--- src/rtl/mexp_pkg.sv ---
// shared types, constants and control codes of the modular exponentiation block
package mexp_pkg;

   localparam int VALUE_WIDTH     = 31;
   localparam int CNT_WIDTH       = $clog2(VALUE_WIDTH);
   localparam int CSR_INDEX_WIDTH = 2;

   typedef logic [VALUE_WIDTH-1:0]     value_type;
   typedef logic [CNT_WIDTH-1:0]       count_type;
   typedef logic [CSR_INDEX_WIDTH-1:0] csr_index_type;

   localparam csr_index_type REG_MODULUS   = csr_index_type'(0);
   localparam csr_index_type REG_GENERATOR = csr_index_type'(1);

   localparam value_type MODULUS_RESET   = value_type'(23);
   localparam value_type GENERATOR_RESET = value_type'(5);

   localparam logic CMD_PUBLIC = 1'b0;
   localparam logic CMD_SHARED = 1'b1;

   typedef enum logic [3:0] {
      ST_IDLE,
      ST_RED_START,
      ST_RED_RUN,
      ST_RED_WB,
      ST_CHECK,
      ST_MUL_RUN,
      ST_MUL_WB,
      ST_SQR_RUN,
      ST_SQR_WB,
      ST_FINISH
   } state_type;

   typedef enum logic [1:0] {
      SRC_REDUCE,
      SRC_RESULT,
      SRC_SQUARE
   } mul_src_type;

   typedef enum logic [1:0] {
      WB_NONE,
      WB_BASE,
      WB_RESULT
   } wb_dest_type;

   typedef struct packed {
      logic        load;
      logic        mul_start;
      mul_src_type mul_src;
      logic        mul_step;
      wb_dest_type wb_dest;
      logic        exp_shift;
      logic        out_load;
   } dp_cmd_type;

   typedef struct packed {
      logic mul_last;
      logic exp_bit;
      logic exp_last;
   } dp_status_type;

endpackage

--- src/rtl/mexp_interfaces.sv ---
// request, response and register write channel interfaces

interface mexp_req_if;
   logic                 valid;
   logic                 ready;
   logic                 cmd;
   mexp_pkg::value_type  peer_value;
   mexp_pkg::value_type  exponent;

   modport source (output valid, output cmd, output peer_value, output exponent, input ready);
   modport sink (input valid, input cmd, input peer_value, input exponent, output ready);
   modport monitor (input valid, input ready, input cmd, input peer_value, input exponent);
endinterface

interface mexp_rsp_if;
   logic                 valid;
   logic                 ready;
   mexp_pkg::value_type  key_value;

   modport source (output valid, output key_value, input ready);
   modport sink (input valid, input key_value, output ready);
   modport monitor (input valid, input ready, input key_value);
endinterface

interface mexp_csr_if;
   logic                     valid;
   logic                     ready;
   mexp_pkg::csr_index_type  index;
   mexp_pkg::value_type      data;

   modport source (output valid, output index, output data, input ready);
   modport sink (input valid, input index, input data, output ready);
   modport monitor (input valid, input ready, input index, input data);
endinterface

--- src/rtl/mexp_ctrl.sv ---
// controller state machine sequencing reduction, multiply and square steps
module mexp_ctrl (
   input  logic                    clock,
   input  logic                    reset,
   input  logic                    req_valid,
   output logic                    req_ready,
   output logic                    rsp_valid,
   input  logic                    rsp_ready,
   input  mexp_pkg::dp_status_type status,
   output mexp_pkg::dp_cmd_type    cmd
);
   import mexp_pkg::*;

   state_type state_ff, state_in;
   logic      rsp_valid_ff, rsp_valid_in;
   logic      out_free;

   assign out_free = !rsp_valid_ff || rsp_ready;

   always_ff @(posedge clock) begin
      if (reset) begin
         state_ff     <= ST_IDLE;
         rsp_valid_ff <= 1'b0;
      end else begin
         state_ff     <= state_in;
         rsp_valid_ff <= rsp_valid_in;
      end
   end

   always_comb begin
      state_in = state_ff;
      case (state_ff)
         ST_IDLE: begin
            if (req_valid) state_in = ST_RED_START;
         end
         ST_RED_START: state_in = ST_RED_RUN;
         ST_RED_RUN: begin
            if (status.mul_last) state_in = ST_RED_WB;
         end
         ST_RED_WB: state_in = ST_CHECK;
         ST_CHECK: begin
            state_in = status.exp_bit ? ST_MUL_RUN : ST_SQR_RUN;
         end
         ST_MUL_RUN: begin
            if (status.mul_last) state_in = ST_MUL_WB;
         end
         ST_MUL_WB: state_in = ST_SQR_RUN;
         ST_SQR_RUN: begin
            if (status.mul_last) state_in = ST_SQR_WB;
         end
         ST_SQR_WB: begin
            state_in = status.exp_last ? ST_FINISH : ST_CHECK;
         end
         ST_FINISH: begin
            if (out_free) state_in = ST_IDLE;
         end
         default: state_in = ST_IDLE;
      endcase
   end

   always_comb begin
      cmd       = '0;
      cmd.mul_src = SRC_REDUCE;
      cmd.wb_dest = WB_NONE;
      req_ready = 1'b0;
      case (state_ff)
         ST_IDLE: begin
            req_ready = 1'b1;
            cmd.load  = req_valid;
         end
         ST_RED_START: begin
            cmd.mul_start = 1'b1;
            cmd.mul_src   = SRC_REDUCE;
         end
         ST_RED_RUN, ST_MUL_RUN, ST_SQR_RUN: begin
            cmd.mul_step = 1'b1;
         end
         ST_RED_WB: begin
            cmd.wb_dest = WB_BASE;
         end
         ST_CHECK: begin
            cmd.mul_start = 1'b1;
            cmd.mul_src   = status.exp_bit ? SRC_RESULT : SRC_SQUARE;
         end
         ST_MUL_WB: begin
            cmd.wb_dest   = WB_RESULT;
            cmd.mul_start = 1'b1;
            cmd.mul_src   = SRC_SQUARE;
         end
         ST_SQR_WB: begin
            cmd.wb_dest   = WB_BASE;
            cmd.exp_shift = 1'b1;
         end
         ST_FINISH: begin
            cmd.out_load = out_free;
         end
         default: begin
            cmd = '0;
         end
      endcase
   end

   always_comb begin
      rsp_valid_in = rsp_valid_ff;
      if (cmd.out_load) rsp_valid_in = 1'b1;
      else if (rsp_ready) rsp_valid_in = 1'b0;
   end

   assign rsp_valid = rsp_valid_ff;

endmodule

--- src/rtl/mexp_datapath.sv ---
// registers, bit-serial modular multiplier and result register
module mexp_datapath (
   input  logic                    clock,
   input  logic                    reset,
   input  logic                    csr_write,
   input  mexp_pkg::csr_index_type csr_index,
   input  mexp_pkg::value_type     csr_data,
   input  logic                    req_cmd,
   input  mexp_pkg::value_type     req_peer_value,
   input  mexp_pkg::value_type     req_exponent,
   input  mexp_pkg::dp_cmd_type    cmd,
   output mexp_pkg::dp_status_type status,
   output mexp_pkg::value_type     key_value
);
   import mexp_pkg::*;

   value_type modulus_ff, generator_ff;
   value_type base_ff, result_ff, exp_ff, key_ff;
   value_type mul_a_ff, mul_b_ff, acc_ff;
   count_type bit_cnt_ff, exp_cnt_ff;

   value_type              mul_a_in;
   value_type              acc_in;
   logic [VALUE_WIDTH:0]   mod_ext, dbl, dbl_red, sum, sum_red;

   // register file
   always_ff @(posedge clock) begin
      if (reset) begin
         modulus_ff   <= MODULUS_RESET;
         generator_ff <= GENERATOR_RESET;
      end else if (csr_write) begin
         case (csr_index)
            REG_MODULUS:   modulus_ff   <= csr_data;
            REG_GENERATOR: generator_ff <= csr_data;
            default: ;
         endcase
      end
   end

   // operand select
   always_comb begin
      case (cmd.mul_src)
         SRC_REDUCE: mul_a_in = value_type'(1);
         SRC_RESULT: mul_a_in = result_ff;
         SRC_SQUARE: mul_a_in = base_ff;
         default:    mul_a_in = base_ff;
      endcase
   end

   // one doubling step: acc = 2*acc + bit*a, reduced after each add
   always_comb begin
      mod_ext = {1'b0, modulus_ff};
      dbl     = {acc_ff, 1'b0};
      dbl_red = (dbl >= mod_ext) ? dbl - mod_ext : dbl;
      sum     = dbl_red + (mul_b_ff[VALUE_WIDTH-1] ? {1'b0, mul_a_ff} : '0);
      sum_red = (sum >= mod_ext) ? sum - mod_ext : sum;
      acc_in  = sum_red[VALUE_WIDTH-1:0];
   end

   always_ff @(posedge clock) begin
      if (cmd.mul_start) begin
         mul_a_ff   <= mul_a_in;
         mul_b_ff   <= base_ff;
         acc_ff     <= '0;
         bit_cnt_ff <= '0;
      end else if (cmd.mul_step) begin
         acc_ff     <= acc_in;
         mul_b_ff   <= {mul_b_ff[VALUE_WIDTH-2:0], 1'b0};
         bit_cnt_ff <= bit_cnt_ff + count_type'(1);
      end
   end

   always_ff @(posedge clock) begin
      if (cmd.load) begin
         base_ff    <= (req_cmd == CMD_SHARED) ? req_peer_value : generator_ff;
         exp_ff     <= req_exponent;
         result_ff  <= value_type'(1);
         exp_cnt_ff <= '0;
      end else begin
         case (cmd.wb_dest)
            WB_BASE:   base_ff   <= acc_ff;
            WB_RESULT: result_ff <= acc_ff;
            default: ;
         endcase
         if (cmd.exp_shift) begin
            exp_ff     <= exp_ff >> 1;
            exp_cnt_ff <= exp_cnt_ff + count_type'(1);
         end
      end
   end

   // modulus below two gives zero
   always_ff @(posedge clock) begin
      if (cmd.out_load) begin
         key_ff <= (modulus_ff < value_type'(2)) ? '0 : result_ff;
      end
   end

   assign status.mul_last = (bit_cnt_ff == count_type'(VALUE_WIDTH-1));
   assign status.exp_bit  = exp_ff[0];
   assign status.exp_last = (exp_cnt_ff == count_type'(VALUE_WIDTH-1));
   assign key_value       = key_ff;

endmodule

--- src/rtl/modular_exponentiation_key_exchange.sv ---
// top level of the modular exponentiation key exchange block
// Each request returns base^exponent mod modulus, where the base is the generator
// register for a public-key request and peer_value for a shared-key request. One
// request is worked on at a time by the single bit-serial modular multiplier, which
// does one double-and-add step per cycle: 31 steps to reduce the base, then per
// exponent bit one optional multiply and one square of 31 steps each. A finished
// response waits in an output register and the next request can be accepted
// meanwhile. Register writes (modulus index 0, generator index 1) are always ready
// and must only be made while no request is in progress.
module modular_exponentiation_key_exchange (
   input  logic        clock,
   input  logic        reset,
   mexp_req_if.sink    req_chan,
   mexp_rsp_if.source  rsp_chan,
   mexp_csr_if.sink    csr_chan
);
   import mexp_pkg::*;

   dp_cmd_type    dp_cmd;
   dp_status_type dp_status;

   assign csr_chan.ready = 1'b1;

   mexp_ctrl u_ctrl (
      .clock     (clock),
      .reset     (reset),
      .req_valid (req_chan.valid),
      .req_ready (req_chan.ready),
      .rsp_valid (rsp_chan.valid),
      .rsp_ready (rsp_chan.ready),
      .status    (dp_status),
      .cmd       (dp_cmd)
   );

   mexp_datapath u_datapath (
      .clock          (clock),
      .reset          (reset),
      .csr_write      (csr_chan.valid & csr_chan.ready),
      .csr_index      (csr_chan.index),
      .csr_data       (csr_chan.data),
      .req_cmd        (req_chan.cmd),
      .req_peer_value (req_chan.peer_value),
      .req_exponent   (req_chan.exponent),
      .cmd            (dp_cmd),
      .status         (dp_status),
      .key_value      (rsp_chan.key_value)
   );

endmodule

--- src/flat_wrapper.sv ---
// flat-port wrapper written by rule: the top's interface ports become plain ports
module modular_exponentiation_key_exchange_flat import mexp_pkg::*;
  (clock, reset, req_chan_valid, req_chan_cmd, req_chan_peer_value, req_chan_exponent, req_chan_ready, rsp_chan_valid, rsp_chan_key_value, rsp_chan_ready, csr_chan_valid, csr_chan_index, csr_chan_data, csr_chan_ready);
  mexp_req_if req_chan_i ();
  mexp_rsp_if rsp_chan_i ();
  mexp_csr_if csr_chan_i ();
  input  logic clock;
  input  logic reset;
  input wire logic [$bits(req_chan_i.valid)-1:0] req_chan_valid;
  input wire logic [$bits(req_chan_i.cmd)-1:0] req_chan_cmd;
  input wire logic [$bits(req_chan_i.peer_value)-1:0] req_chan_peer_value;
  input wire logic [$bits(req_chan_i.exponent)-1:0] req_chan_exponent;
  output wire logic [$bits(req_chan_i.ready)-1:0] req_chan_ready;
  output wire logic [$bits(rsp_chan_i.valid)-1:0] rsp_chan_valid;
  output wire logic [$bits(rsp_chan_i.key_value)-1:0] rsp_chan_key_value;
  input wire logic [$bits(rsp_chan_i.ready)-1:0] rsp_chan_ready;
  input wire logic [$bits(csr_chan_i.valid)-1:0] csr_chan_valid;
  input wire logic [$bits(csr_chan_i.index)-1:0] csr_chan_index;
  input wire logic [$bits(csr_chan_i.data)-1:0] csr_chan_data;
  output wire logic [$bits(csr_chan_i.ready)-1:0] csr_chan_ready;
  assign req_chan_i.valid = req_chan_valid;
  assign req_chan_i.cmd = req_chan_cmd;
  assign req_chan_i.peer_value = req_chan_peer_value;
  assign req_chan_i.exponent = req_chan_exponent;
  assign req_chan_ready = req_chan_i.ready;
  assign rsp_chan_valid = rsp_chan_i.valid;
  assign rsp_chan_key_value = rsp_chan_i.key_value;
  assign rsp_chan_i.ready = rsp_chan_ready;
  assign csr_chan_i.valid = csr_chan_valid;
  assign csr_chan_i.index = csr_chan_index;
  assign csr_chan_i.data = csr_chan_data;
  assign csr_chan_ready = csr_chan_i.ready;
  modular_exponentiation_key_exchange u_core (.clock(clock), .reset(reset), .req_chan(req_chan_i), .rsp_chan(rsp_chan_i), .csr_chan(csr_chan_i));
endmodule
--- config.mk ---
export PLATFORM = sky130hd
export DESIGN_NAME = modular_exponentiation_key_exchange_flat
export DESIGN_NICKNAME = d
export VERILOG_FILES = /design/src/rtl/mexp_pkg.sv /design/src/rtl/mexp_interfaces.sv /design/src/rtl/mexp_ctrl.sv /design/src/rtl/mexp_datapath.sv /design/src/rtl/modular_exponentiation_key_exchange.sv /design/src/flat_wrapper.sv
export SDC_FILE = /design/constraint.sdc
export NUM_CORES = 1
export LEC_CHECK = 0
export BUFFER_PORTS_ARGS = -buffer_cell sky130_fd_sc_hd__buf_4
export CORE_MARGIN = 1
export CORE_UTILIZATION = 61
export CTS_BUF_LIST = sky130_fd_sc_hd__clkbuf_4 sky130_fd_sc_hd__clkbuf_8 sky130_fd_sc_hd__clkbuf_16
export CTS_CLUSTER_DIAMETER = 80
export DETAILED_ROUTE_END_ITERATION = 12
export HOLD_SLACK_MARGIN = 0.06
export PLACE_DENSITY = 0.92
export REMOVE_ABC_BUFFERS = 1
export SLEW_MARGIN = 20
export SYNTH_ARGS = -nofsm -noshare
export SYNTH_HDL_FRONTEND = slang
export SYNTH_HIERARCHICAL = 1
export SYNTH_SLANG_ARGS = --single-unit
--- constraint.sdc ---
create_clock -name clock -period 9.97 [get_ports clock]
set_clock_uncertainty 0.15 [all_clocks]
set_input_delay 1.4955 -clock clock [delete_from_list [all_inputs] [get_ports clock]]
set_output_delay 1.4955 -clock clock [all_outputs]
set_load 0.005 [all_outputs]
Word-level counts from Yosys, hierarchy flattened
Cells that the tools add are included.
{"block": "op_classes", "n_addsub": 5, "multipliers": 0, "div_mod_pow": 0, "n_lt_le_gt_ge": 3, "eq_ne": 20, "shift": 0, "muxes": 29, "n_bitwise": 0, "n_reduce_logical": 14}
{"operator": "$mux 31", "n": 9}
{"operator": "$ge 32x31->1", "n": 2}
{"operator": "$pmux 31 s2", "n": 1}
{"operator": "$pmux 4 s10", "n": 1}
{"operator": "$add 32x31->32", "n": 1}
{"operator": "$mux 32", "n": 1}
{"operator": "$sub 32x31->32", "n": 1}
{"operator": "$lt 31x2->1 const B", "n": 1}
{"operator": "$sub 31x31->31", "n": 1}
{"operator": "$mux 4", "n": 6}
{"operator": "$eq 4x3->1 const B", "n": 4}
{"operator": "$add 5x1->5 const B", "n": 2}
{"operator": "$eq 5x5->1 const B", "n": 2}
{"operator": "$pmux 3 s3", "n": 1}
{"operator": "$eq 4x2->1 const B", "n": 2}
{"operator": "$eq 4x4->1 const B", "n": 2}
{"operator": "$reduce_bool 2->1", "n": 4}
{"operator": "$mux 1", "n": 7}
{"operator": "$eq 2x1->1 const B", "n": 3}
{"operator": "$ne 2x1->1 const B", "n": 3}
{"operator": "$reduce_and 5->1", "n": 1}
{"operator": "$eq 4x1->1 const B", "n": 1}
{"operator": "$logic_not 2->1", "n": 2}
{"operator": "$logic_not 4->1", "n": 1}
{"operator": "9 further kinds", "n": 12}
{"block": "word_totals", "regBits": 294, "latch_bits": 0, "mem_bits_rw": 0, "rom_bits": 0, "out_inout_bits": 34, "word_cells": 84, "n_memories": 0}

Logic depth before layout (Yosys ltp)
Gate-level depths: netlist of run 1.
{"block": "depth", "ltp_word": 6, "mapped_depth": 36, "ltp_nobuf": 32}

By module
Netlist of run 1, hierarchy kept.
{"mod": "mexp_datapath", "n_inst": 1, "cells_each": 1939, "area_per_inst_um2": 17519.3, "seq_area_each_um2": 7337.0}
{"mod": "mexp_ctrl", "n_inst": 1, "cells_each": 60, "area_per_inst_um2": 435.4, "seq_area_each_um2": 100.1}
{"mod": "modular_exponentiation_key_exchange", "n_inst": 1, "cells_each": 2, "area_per_inst_um2": 11.3, "seq_area_each_um2": 0.0}

Worst setup path before layout of run 1
OpenSTA, ideal clock, no wires.
{"block": "synth_path", "kind": "reg2reg", "startpoint": "register u_core.u_datapath.modulus_ff[12]", "endpoint": "register u_core.u_datapath.acc_ff[11]", "setup_ns": 0.146, "t_arrival_ns": 6.682, "required_time_ns": 9.674, "path_slack_ns": 2.992, "path_stages_with_launch": 33, "cell_sequence": "dfxtp_1 > inv_1 > ha_1 > or2_2 > a21oi_1 > o31a_1 > a21boi_0 > o21ai_0 > and2_1 > buf_1 > buf_1 > nand2_1 > o21ai_0 > ha_1 > o211ai_1 > o21ai_0 > nor3_1 > o21ai_0 > a31oi_1 > nor3_1 > or4_1 > and2_1 > ha_1 > nand4_1 > nor2_1 > a22o_1 > a211o_1 > o21ai_1 > nand3_1 > o21a_1 > nor3_4 > buf_6 > a311oi_2"}
{"block": "synth_between", "elab_chain_len": 5, "word_cells_on_any_way": 7}
{"element": "start: declaration", "line": "mexp_datapath.sv:17", "source": "value_type modulus_ff, generator_ff;"}
{"element": "start signal: assignment", "line": "mexp_datapath.sv:33", "source": "REG_MODULUS: modulus_ff <= csr_data;"}
{"element": "$sub 32x31->32 / $ge 32x31->1 (equally long branches)", "line": "mexp_datapath.sv:54", "source": "dbl_red = (dbl >= mod_ext) ? dbl - mod_ext : dbl;"}
{"element": "$mux 32", "line": "mexp_datapath.sv:54"}
{"element": "$add 32x31->32", "line": "mexp_datapath.sv:55", "source": "sum = dbl_red + (mul_b_ff[VALUE_WIDTH-1] ? {1'b0, mul_a_ff} : '0);"}
{"element": "$ge 32x31->1 / $sub 31x31->31 (equally long branches)", "line": "mexp_datapath.sv:56", "source": "sum_red = (sum >= mod_ext) ? sum - mod_ext : sum;"}
{"element": "$mux 31 *", "line": "mexp_datapath.sv:56"}
{"element": "end signal: assignment", "line": "mexp_datapath.sv:67", "source": "acc_ff <= acc_in;"}
{"element": "end: declaration", "line": "mexp_datapath.sv:19", "source": "value_type mul_a_ff, mul_b_ff, acc_ff;"}
Every way passes the cells marked *; elsewhere a longest branch is shown, timed or not.
A chain may end at the register's enable or synchronous reset.

Worst setup path after layout of run 1
{"block": "layout_path", "startpoint": "register u_core.u_datapath.modulus_ff[3]", "endpoint": "register u_core.u_datapath.acc_ff[15]"}
{"block": "layout_between", "elab_chain_len": 5, "word_cells_on_any_way": 7}
{"element": "$sub 32x31->32 / $ge 32x31->1 (equally long branches)", "line": "mexp_datapath.sv:54"}
{"element": "$mux 32", "line": "mexp_datapath.sv:54"}
{"element": "$add 32x31->32", "line": "mexp_datapath.sv:55"}
{"element": "$sub 31x31->31 / $ge 32x31->1 (equally long branches)", "line": "mexp_datapath.sv:56"}
{"element": "$mux 31 *", "line": "mexp_datapath.sv:56"}
Marked as above.

==> flow_metrics.env, run 1 <==
export IMPL_syn_cell_area_mm2=0.01797
export IMPL_placed_area_mm2=0.01920
export IMPL_final_common_cell="nand2_1"
export IMPL_io_pins=135
export IMPL_whs_ns=0.3054
export IMPL_syn_avg_cell_area_um2=8.979
export IMPL_worstMarginPinSlew_ns=1.088
export IMPL_hold_path_end="u_core/u_datapath/generator_ff[11]"
export IMPL_finalWeightedCongestion=0.9974
export IMPL_path_clk_slew_ns=0.06
export IMPL_cts_buffer_depth=3
export IMPL_ys_seq_elements=294
export IMPL_crit_type="reg2reg"
export IMPL_end_kind="register"
export IMPL_run_status="completed"
export IMPL_coreArea_mm2=0.02886
export IMPL_syn_to_final_growth_pct=12.56
export IMPL_required_ns=10.27
export IMPL_grt_usage_pct=34.21
export IMPL_drt_initial_drc_count=1590
export IMPL_reg2reg_slack_ns=1.22
export IMPL_fp_dieH_um=173.6
export IMPL_fmax_mhz=114.3
export IMPL_grt_ovfl_total=0
export IMPL_numCtsBuffers=30
export IMPL_ys_types=81
export IMPL_portBuffers=133
export IMPL_fin_util_pct=70.07
export IMPL_reg2reg_to="u_core/u_datapath/acc_ff[15]"
export IMPL_hp_start="u_core/u_datapath/generator_ff[11]"
export IMPL_grt_max_degree=85
export IMPL_crit_path_start_kind="register"
export IMPL_async_flop_share_pct=0
export IMPL_initial_core_util_pct=62.26
export IMPL_drive_gt1_share_pct=14.64
export IMPL_crit_path_max_incr_delay_ns=0.54
export IMPL_cts_resized=0
export IMPL_post_cts_buffers=0
export IMPL_hold_viol=0
export IMPL_r2r_cells=29
export IMPL_wl_per_cell_um=21.11
export IMPL_cp_slowest_cell="nor4_1"
export IMPL_crit_start="u_core/u_datapath/modulus_ff[3]"
export IMPL_dieArea_mm2=0.03014
export IMPL_die_w_um=173.6
export IMPL_crit_arrival_ns=9.05
export IMPL_slew_headroom_pct=27.29
export IMPL_insertedDiodeCount=0
export IMPL_post_route_period_util_pct=87.76
export IMPL_fin_nets=2275
export IMPL_via_count=15720
export IMPL_synthCells=2001
export IMPL_setup_tns_ns=0
export IMPL_first_pass_iters=5
export IMPL_drv_cap=0
export IMPL_postCtsHoldBufs=0
export IMPL_finalCriticalPeriod_ns=8.749
export IMPL_reg2reg_from="u_core/u_datapath/modulus_ff[3]"
export IMPL_clockRootBuffer="clkbuf_16"
export IMPL_seq_area_frac_synth_pct=41.40
export IMPL_slew_viol_final=0
export IMPL_crit_family="compound AO/OA/AOI/OAI gates"
export IMPL_crit_top_cell="o21ai_0"
export IMPL_synth_edff_count=155
export IMPL_antenna_found_initial=1
export IMPL_final_cell_mix="nand2_1, a21oi_1, edfxtp_1, buf_4, dfxtp_1"
export IMPL_worstSkewPairLatency_ns=0.57
export IMPL_synth_warnings=6
export IMPL_worstHoldPathCells=2
export IMPL_synth_ff_type="edfxtp_1"
export IMPL_drt_wl_total_um=52370
export IMPL_hold_class="reg2reg"
export IMPL_final_area_mm2=0.02022
export IMPL_grt_first_pass_wirelength_um=82170
export IMPL_vias_per_cell=6.334
export IMPL_clock_sinks=294
export IMPL_cts_tree="done"
export IMPL_critPathMaxFanout=32
export IMPL_rsz0062_at_grt="false"
export IMPL_setup_viol=0
export IMPL_grt_pass1_vias=15570
export IMPL_critical_path_buf_inv_count=3
export IMPL_ant_nets=0
export IMPL_cts_max_level=1
export IMPL_row_count=62
export IMPL_hpwlAfterDp_um=36010
export IMPL_drc=0
flip-flops by register name, indices dropped and copies added (netlist names), 4 cells and up:
signal                          cells
u_core/u_ctrl/state_ff              4
u_core/u_datapath/acc_ff           31
u_core/u_datapath/base_ff          31
u_core/u_datapath/bit_cnt_ff        5
u_core/u_datapath/exp_cnt_ff        5
u_core/u_datapath/exp_ff           31
u_core/u_datapath/generator_ff     31
u_core/u_datapath/key_value        31
u_core/u_datapath/modulus_ff       31
u_core/u_datapath/mul_a_ff         31
u_core/u_datapath/mul_b_ff         31
u_core/u_datapath/result_ff        31
layout make-up:
| type | instances | area (um^2) |
|---|---|---|
| Sequential cell | 294 | 7437 |
| Clock inverter | 11 | 87.58 |
| Inverter | 71 | 266.5 |
| Tap cell | 384 | 480.5 |
| Multi-Input combinational cell | 1523 | 9869 |
| Timing Repair Buffer | 154 | 1176 |
| Clock buffer | 44 | 904.6 |
| Fill cell | 2206 | 8636 |
tightest hold or removal path, cell delays in order (launching register included):
cell	delay, ns
dfxtp_1	0.31
nand2_1	0.05
a21oi_1	0.05
metal layers:
layer,global-route usage (%),up-vias,routed length [um]
met3,5.285,111,4660
met2,58.68,786,25050
met1,44.47,7468,21230
met4,10.49,0,1436
met5,0,-,0
li1,-,7350,-
cell usage after synthesis, types with 4 or more instances:
master / instances / area [um^2]
nor4_1: 15 / 93.84
nor3_1: 18 / 90.09
a21boi_0: 6 / 45.04
or3_1: 5 / 31.28
o31ai_1: 17 / 127.6
a2111oi_0: 6 / 52.55
a21o_1: 34 / 255.2
nor2_1: 130 / 488.0
nand3b_1: 9 / 67.56
or2_2: 6 / 37.54
nand2b_1: 22 / 137.6
edfxtp_1: 155 / 4654
a31oi_1: 14 / 87.58
a21oi_1: 207 / 1036
and3_1: 16 / 100.1
nand3_1: 16 / 80.08
clkbuf_1: 84 / 315.3
a211oi_1: 23 / 172.7
nor3b_1: 4 / 30.03
mux2i_1: 32 / 320.3
xnor2_1: 47 / 411.6
o211ai_1: 17 / 127.6
a2111oi_2: 4 / 60.06
buf_2: 6 / 30.03
and4_1: 7 / 61.31
nand4_1: 29 / 181.4
inv_1: 69 / 259.0
a211o_1: 11 / 96.34
buf_1: 18 / 67.56
mux2_2: 63 / 709.4
o21bai_1: 7 / 52.55
nor2b_1: 45 / 281.5
a311oi_1: 31 / 271.5
xor2_1: 33 / 289.0
o2111ai_1: 5 / 43.79
a2111oi_1: 6 / 60.06
nand2_1: 319 / 1197
o21a_1: 23 / 172.7
o21ai_0: 113 / 565.5
dfxtp_1: 139 / 2783
ha_1: 97 / 1214
and2_1: 40 / 250.2
kinds of logic after synthesis:
| kind of cell | count (synthesis) | synth area share, % |
|---|---|---|
| other cells | 1 | 0.02087 |
| xor+xnor | 80 | 3.900 |
| compound gates | 553 | 19.69 |
| mux | 96 | 5.794 |
| flops | 294 | 41.40 |
| fa+ha+maj | 100 | 7.090 |
| buf+inv | 184 | 4.032 |
| simple gates | 693 | 18.08 |
stage by stage:
stage | setup slack (ns) | instances
after floorplan | 1.811 | 1888
after global placement | 1.666 | 2425
after detailed placement | 1.373 | 2425
after CTS | 1.314 | 2480
after global routing | 0.7309 | 2481
final | 1.221 | 2481
worst max path at each step:
stage                                   end  slack, ns  depth (start not counted)
6_report       u_core/u_datapath/acc_ff[15]       1.22                         29
5_1_grt        u_core/u_datapath/acc_ff[14]       0.73                         29
4_1_cts        u_core/u_datapath/acc_ff[14]       1.31                         26
3_5_place_dp   u_core/u_datapath/acc_ff[15]       1.37                         26
3_3_place_gp   u_core/u_datapath/acc_ff[14]       1.67                         26
2_1_floorplan  u_core/u_datapath/acc_ff[18]       1.81                         27
Power of run 1 is not shown: default switching activity piles up to over one toggle a cycle in this logic, so the estimate is an artifact.
==> inputs of run 2 (changes only) <==
--- a/config.mk
+++ b/config.mk
@@ -7,15 +7,14 @@
 export LEC_CHECK = 0
 export BUFFER_PORTS_ARGS = -buffer_cell sky130_fd_sc_hd__buf_4
 export CORE_MARGIN = 1
-export CORE_UTILIZATION = 61
+export CORE_UTILIZATION = 45
 export CTS_BUF_LIST = sky130_fd_sc_hd__clkbuf_4 sky130_fd_sc_hd__clkbuf_8 sky130_fd_sc_hd__clkbuf_16
 export CTS_CLUSTER_DIAMETER = 80
 export DETAILED_ROUTE_END_ITERATION = 12
 export HOLD_SLACK_MARGIN = 0.06
-export PLACE_DENSITY = 0.92
+export PLACE_DENSITY = 0.74
 export REMOVE_ABC_BUFFERS = 1
 export SLEW_MARGIN = 20
 export SYNTH_ARGS = -nofsm -noshare
 export SYNTH_HDL_FRONTEND = slang
-export SYNTH_HIERARCHICAL = 1
 export SYNTH_SLANG_ARGS = --single-unit
==> flow_metrics.env, run 2 <==
export IMPL_run_status="completed"
export IMPL_fin_nets=2188
export IMPL_crit_path_max_incr_delay_ns=0.72
export IMPL_required_ns=10.25
export IMPL_drt_initial_drc_count=1002
export IMPL_grt_first_pass_wirelength_um=77980
export IMPL_yosysTopAreaCellShare_pct=26.85
export IMPL_end_kind="register"
export IMPL_worstHoldPathCells=2
export IMPL_row_count=71
export IMPL_worstSkewPairLatency_ns=0.58
export IMPL_crit_path_start_kind="register"
export IMPL_grt_pass1_vias=14030
export IMPL_clockRootBuffer="clkbuf_16"
export IMPL_n_fill_cell=3363
export IMPL_synthCells=1902
export IMPL_yosysMostFrequentCell="nand2_1"
export IMPL_hold_path_end="u_core.u_datapath.generator_ff[21]"
export IMPL_path_clk_slew_ns=0.07
export IMPL_fin_util_pct=52.36
export IMPL_post_cts_buffers=0
export IMPL_grt_usage_pct=25.67
export IMPL_grt_max_degree=68
export IMPL_initial_core_util_pct=45.92
export IMPL_dieArea_mm2=0.03932
export IMPL_synth_warnings=0
export IMPL_synth_area_leaders="edfxtp_1, dfxtp_1, nand2_1"
export IMPL_hold_class="reg2reg"
export IMPL_crit_top_cell="nand2_1"
export IMPL_setup_viol=0
export IMPL_ys_types=85
export IMPL_reg2reg_to="u_core.u_datapath.acc_ff[23]"
export IMPL_seq_area_frac_synth_pct=42.90
export IMPL_antenna_found_initial=1
export IMPL_reg2reg_slack_ns=1.12
export IMPL_crit_arrival_ns=9.13
export IMPL_drc=0
export IMPL_cp_slowest_cell="o21ai_4"
export IMPL_drv_cap=0
export IMPL_final_common_cell="nand2_1"
export IMPL_finalWeightedCongestion=0.9784
export IMPL_die_w_um=198.3
export IMPL_synth_edff_count=155
export IMPL_setup_tns_ns=0
export IMPL_fp_dieH_um=198.3
export IMPL_synth_ff_type="edfxtp_1"
export IMPL_synth_top_cells_by_count="nand2_1, a21oi_1, edfxtp_1, dfxtp_1, nor2_1"
export IMPL_slew_viol_final=0
export IMPL_r2r_cells=29
export IMPL_grt_ovfl_total=0
export IMPL_coreArea_mm2=0.03776
export IMPL_clock_sinks=294
export IMPL_numCtsBuffers=30
export IMPL_hp_start="u_core.u_datapath.generator_ff[21]"
export IMPL_critPathMaxFanout=29
export IMPL_io_pins=135
export IMPL_syn_avg_cell_area_um2=9.116
export IMPL_vias_per_cell=5.791
export IMPL_syn_cell_area_mm2=0.01734
export IMPL_hpwlAfterDp_um=37260
export IMPL_slew_headroom_pct=26.90
export IMPL_first_pass_iters=6
export IMPL_hold_viol=0
export IMPL_cts_max_level=1
export IMPL_drive_gt1_share_pct=14.22
export IMPL_rsz0062_at_grt="false"
export IMPL_worstMarginPinSlew_ns=1.082
export IMPL_portBuffers=133
export IMPL_postCtsHoldBufs=0
export IMPL_async_flop_share_pct=0
export IMPL_wl_per_cell_um=20.35
export IMPL_final_cell_mix="nand2_1, a21oi_1, edfxtp_1, buf_4, dfxtp_1"
export IMPL_via_count=14610
export IMPL_cts_tree="done"
export IMPL_crit_type="reg2reg"
export IMPL_reg2reg_from="u_core.u_datapath.acc_ff[1]"
export IMPL_post_route_period_util_pct=88.80
export IMPL_drt_wl_total_um=51350
export IMPL_ys_seq_elements=294
export IMPL_ant_nets=0
export IMPL_synth_largest_area_cell="edfxtp_1"
export IMPL_cts_buffer_depth=3
export IMPL_syn_to_final_growth_pct=14.03
export IMPL_fmax_mhz=113.0
export IMPL_finalCriticalPeriod_ns=8.853
export IMPL_cts_resized=0
[run 2: layout make-up]
class | count | area (um^2) | area share (%)
inverter | 67 | 251.5 | 1.272
sequential | 294 | 7437 | 37.62
tap | 511 | 639.4 | 3.234
clock buffer | 49 | 960.9 | 4.860
antenna | 1 | 2.502 | 0.01266
clock inverter | 7 | 46.29 | 0.2342
multi-input combinational | 1445 | 9314 | 47.11
timing repair buffer | 149 | 1119 | 5.658
[run 2: routing by layer]
| metal | vias to the layer above | GRT usage [%] | wire length (um) |
|---|---|---|---|
| met3 | 97 | 3.032 | 2808 |
| met1 | 7046 | 33.43 | 22140 |
| met4 | 0 | 7.666 | 1330 |
| li1 | 6956 | - | - |
| met5 | - | 0 | 0 |
| met2 | 512 | 44.38 | 25080 |
[run 2: cell families after synthesis]
group	count (synthesis)	share of synthesized area [%]
buf+inv	163	3.702
xor+xnor	85	4.294
mux	103	6.322
other cells	1	0.02163
flops	294	42.90
compound gates	475	17.56
simple gates	681	17.86
fa+ha+maj	100	7.346
[run 2: worst max path at each step]
stage	start	end	cells past startpoint	slack, ns
6_report	u_core.u_datapath.acc_ff[1]	u_core.u_datapath.acc_ff[23]	29	1.12
5_1_grt	u_core.u_datapath.modulus_ff[2]	u_core.u_datapath.acc_ff[23]	28	0.57
4_1_cts	u_core.u_datapath.acc_ff[1]	u_core.u_datapath.acc_ff[13]	27	1.18
3_5_place_dp	u_core.u_datapath.acc_ff[1]	u_core.u_datapath.acc_ff[26]	27	1.21
3_3_place_gp	u_core.u_datapath.modulus_ff[11]	u_core.u_datapath.acc_ff[26]	30	1.37
2_1_floorplan	u_core.u_datapath.modulus_ff[13]	u_core.u_datapath.acc_ff[26]	29	2.06
[run 2: worst max-delay path: cells and delay by family (launching register included)]
| kind | cells | cell delay (ns) |
|---|---|---|
| AO/OA/AOI/OAI | 13 | 3.62 |
| buffers and inverters | 2 | 0.95 |
| adder cells (fa/ha/maj) | 3 | 1.16 |
| multiplexers | 3 | 1.25 |
| flip-flops | 1 | 0.40 |
| AND/OR/NAND/NOR | 8 | 1.17 |
[run 2: per-stage QoR]
stage / std cells / hold slack, ns / setup WS [ns] / instance area, um^2
6_report: 2523 / 0.3037 / 1.117 / 19770
5_1_grt: 2523 / 0.3173 / 0.5690 / 19770
4_1_cts: 2522 / 0.3043 / 1.176 / 19770
3_5_place_dp: 2466 / 0.2958 / 1.211 / 18760
3_3_place_gp: 2466 / 0.2913 / 1.366 / 18760
2_1_floorplan: 1806 / 0.2796 / 2.061 / 16950
Power of run 2 is left out for the same reason.
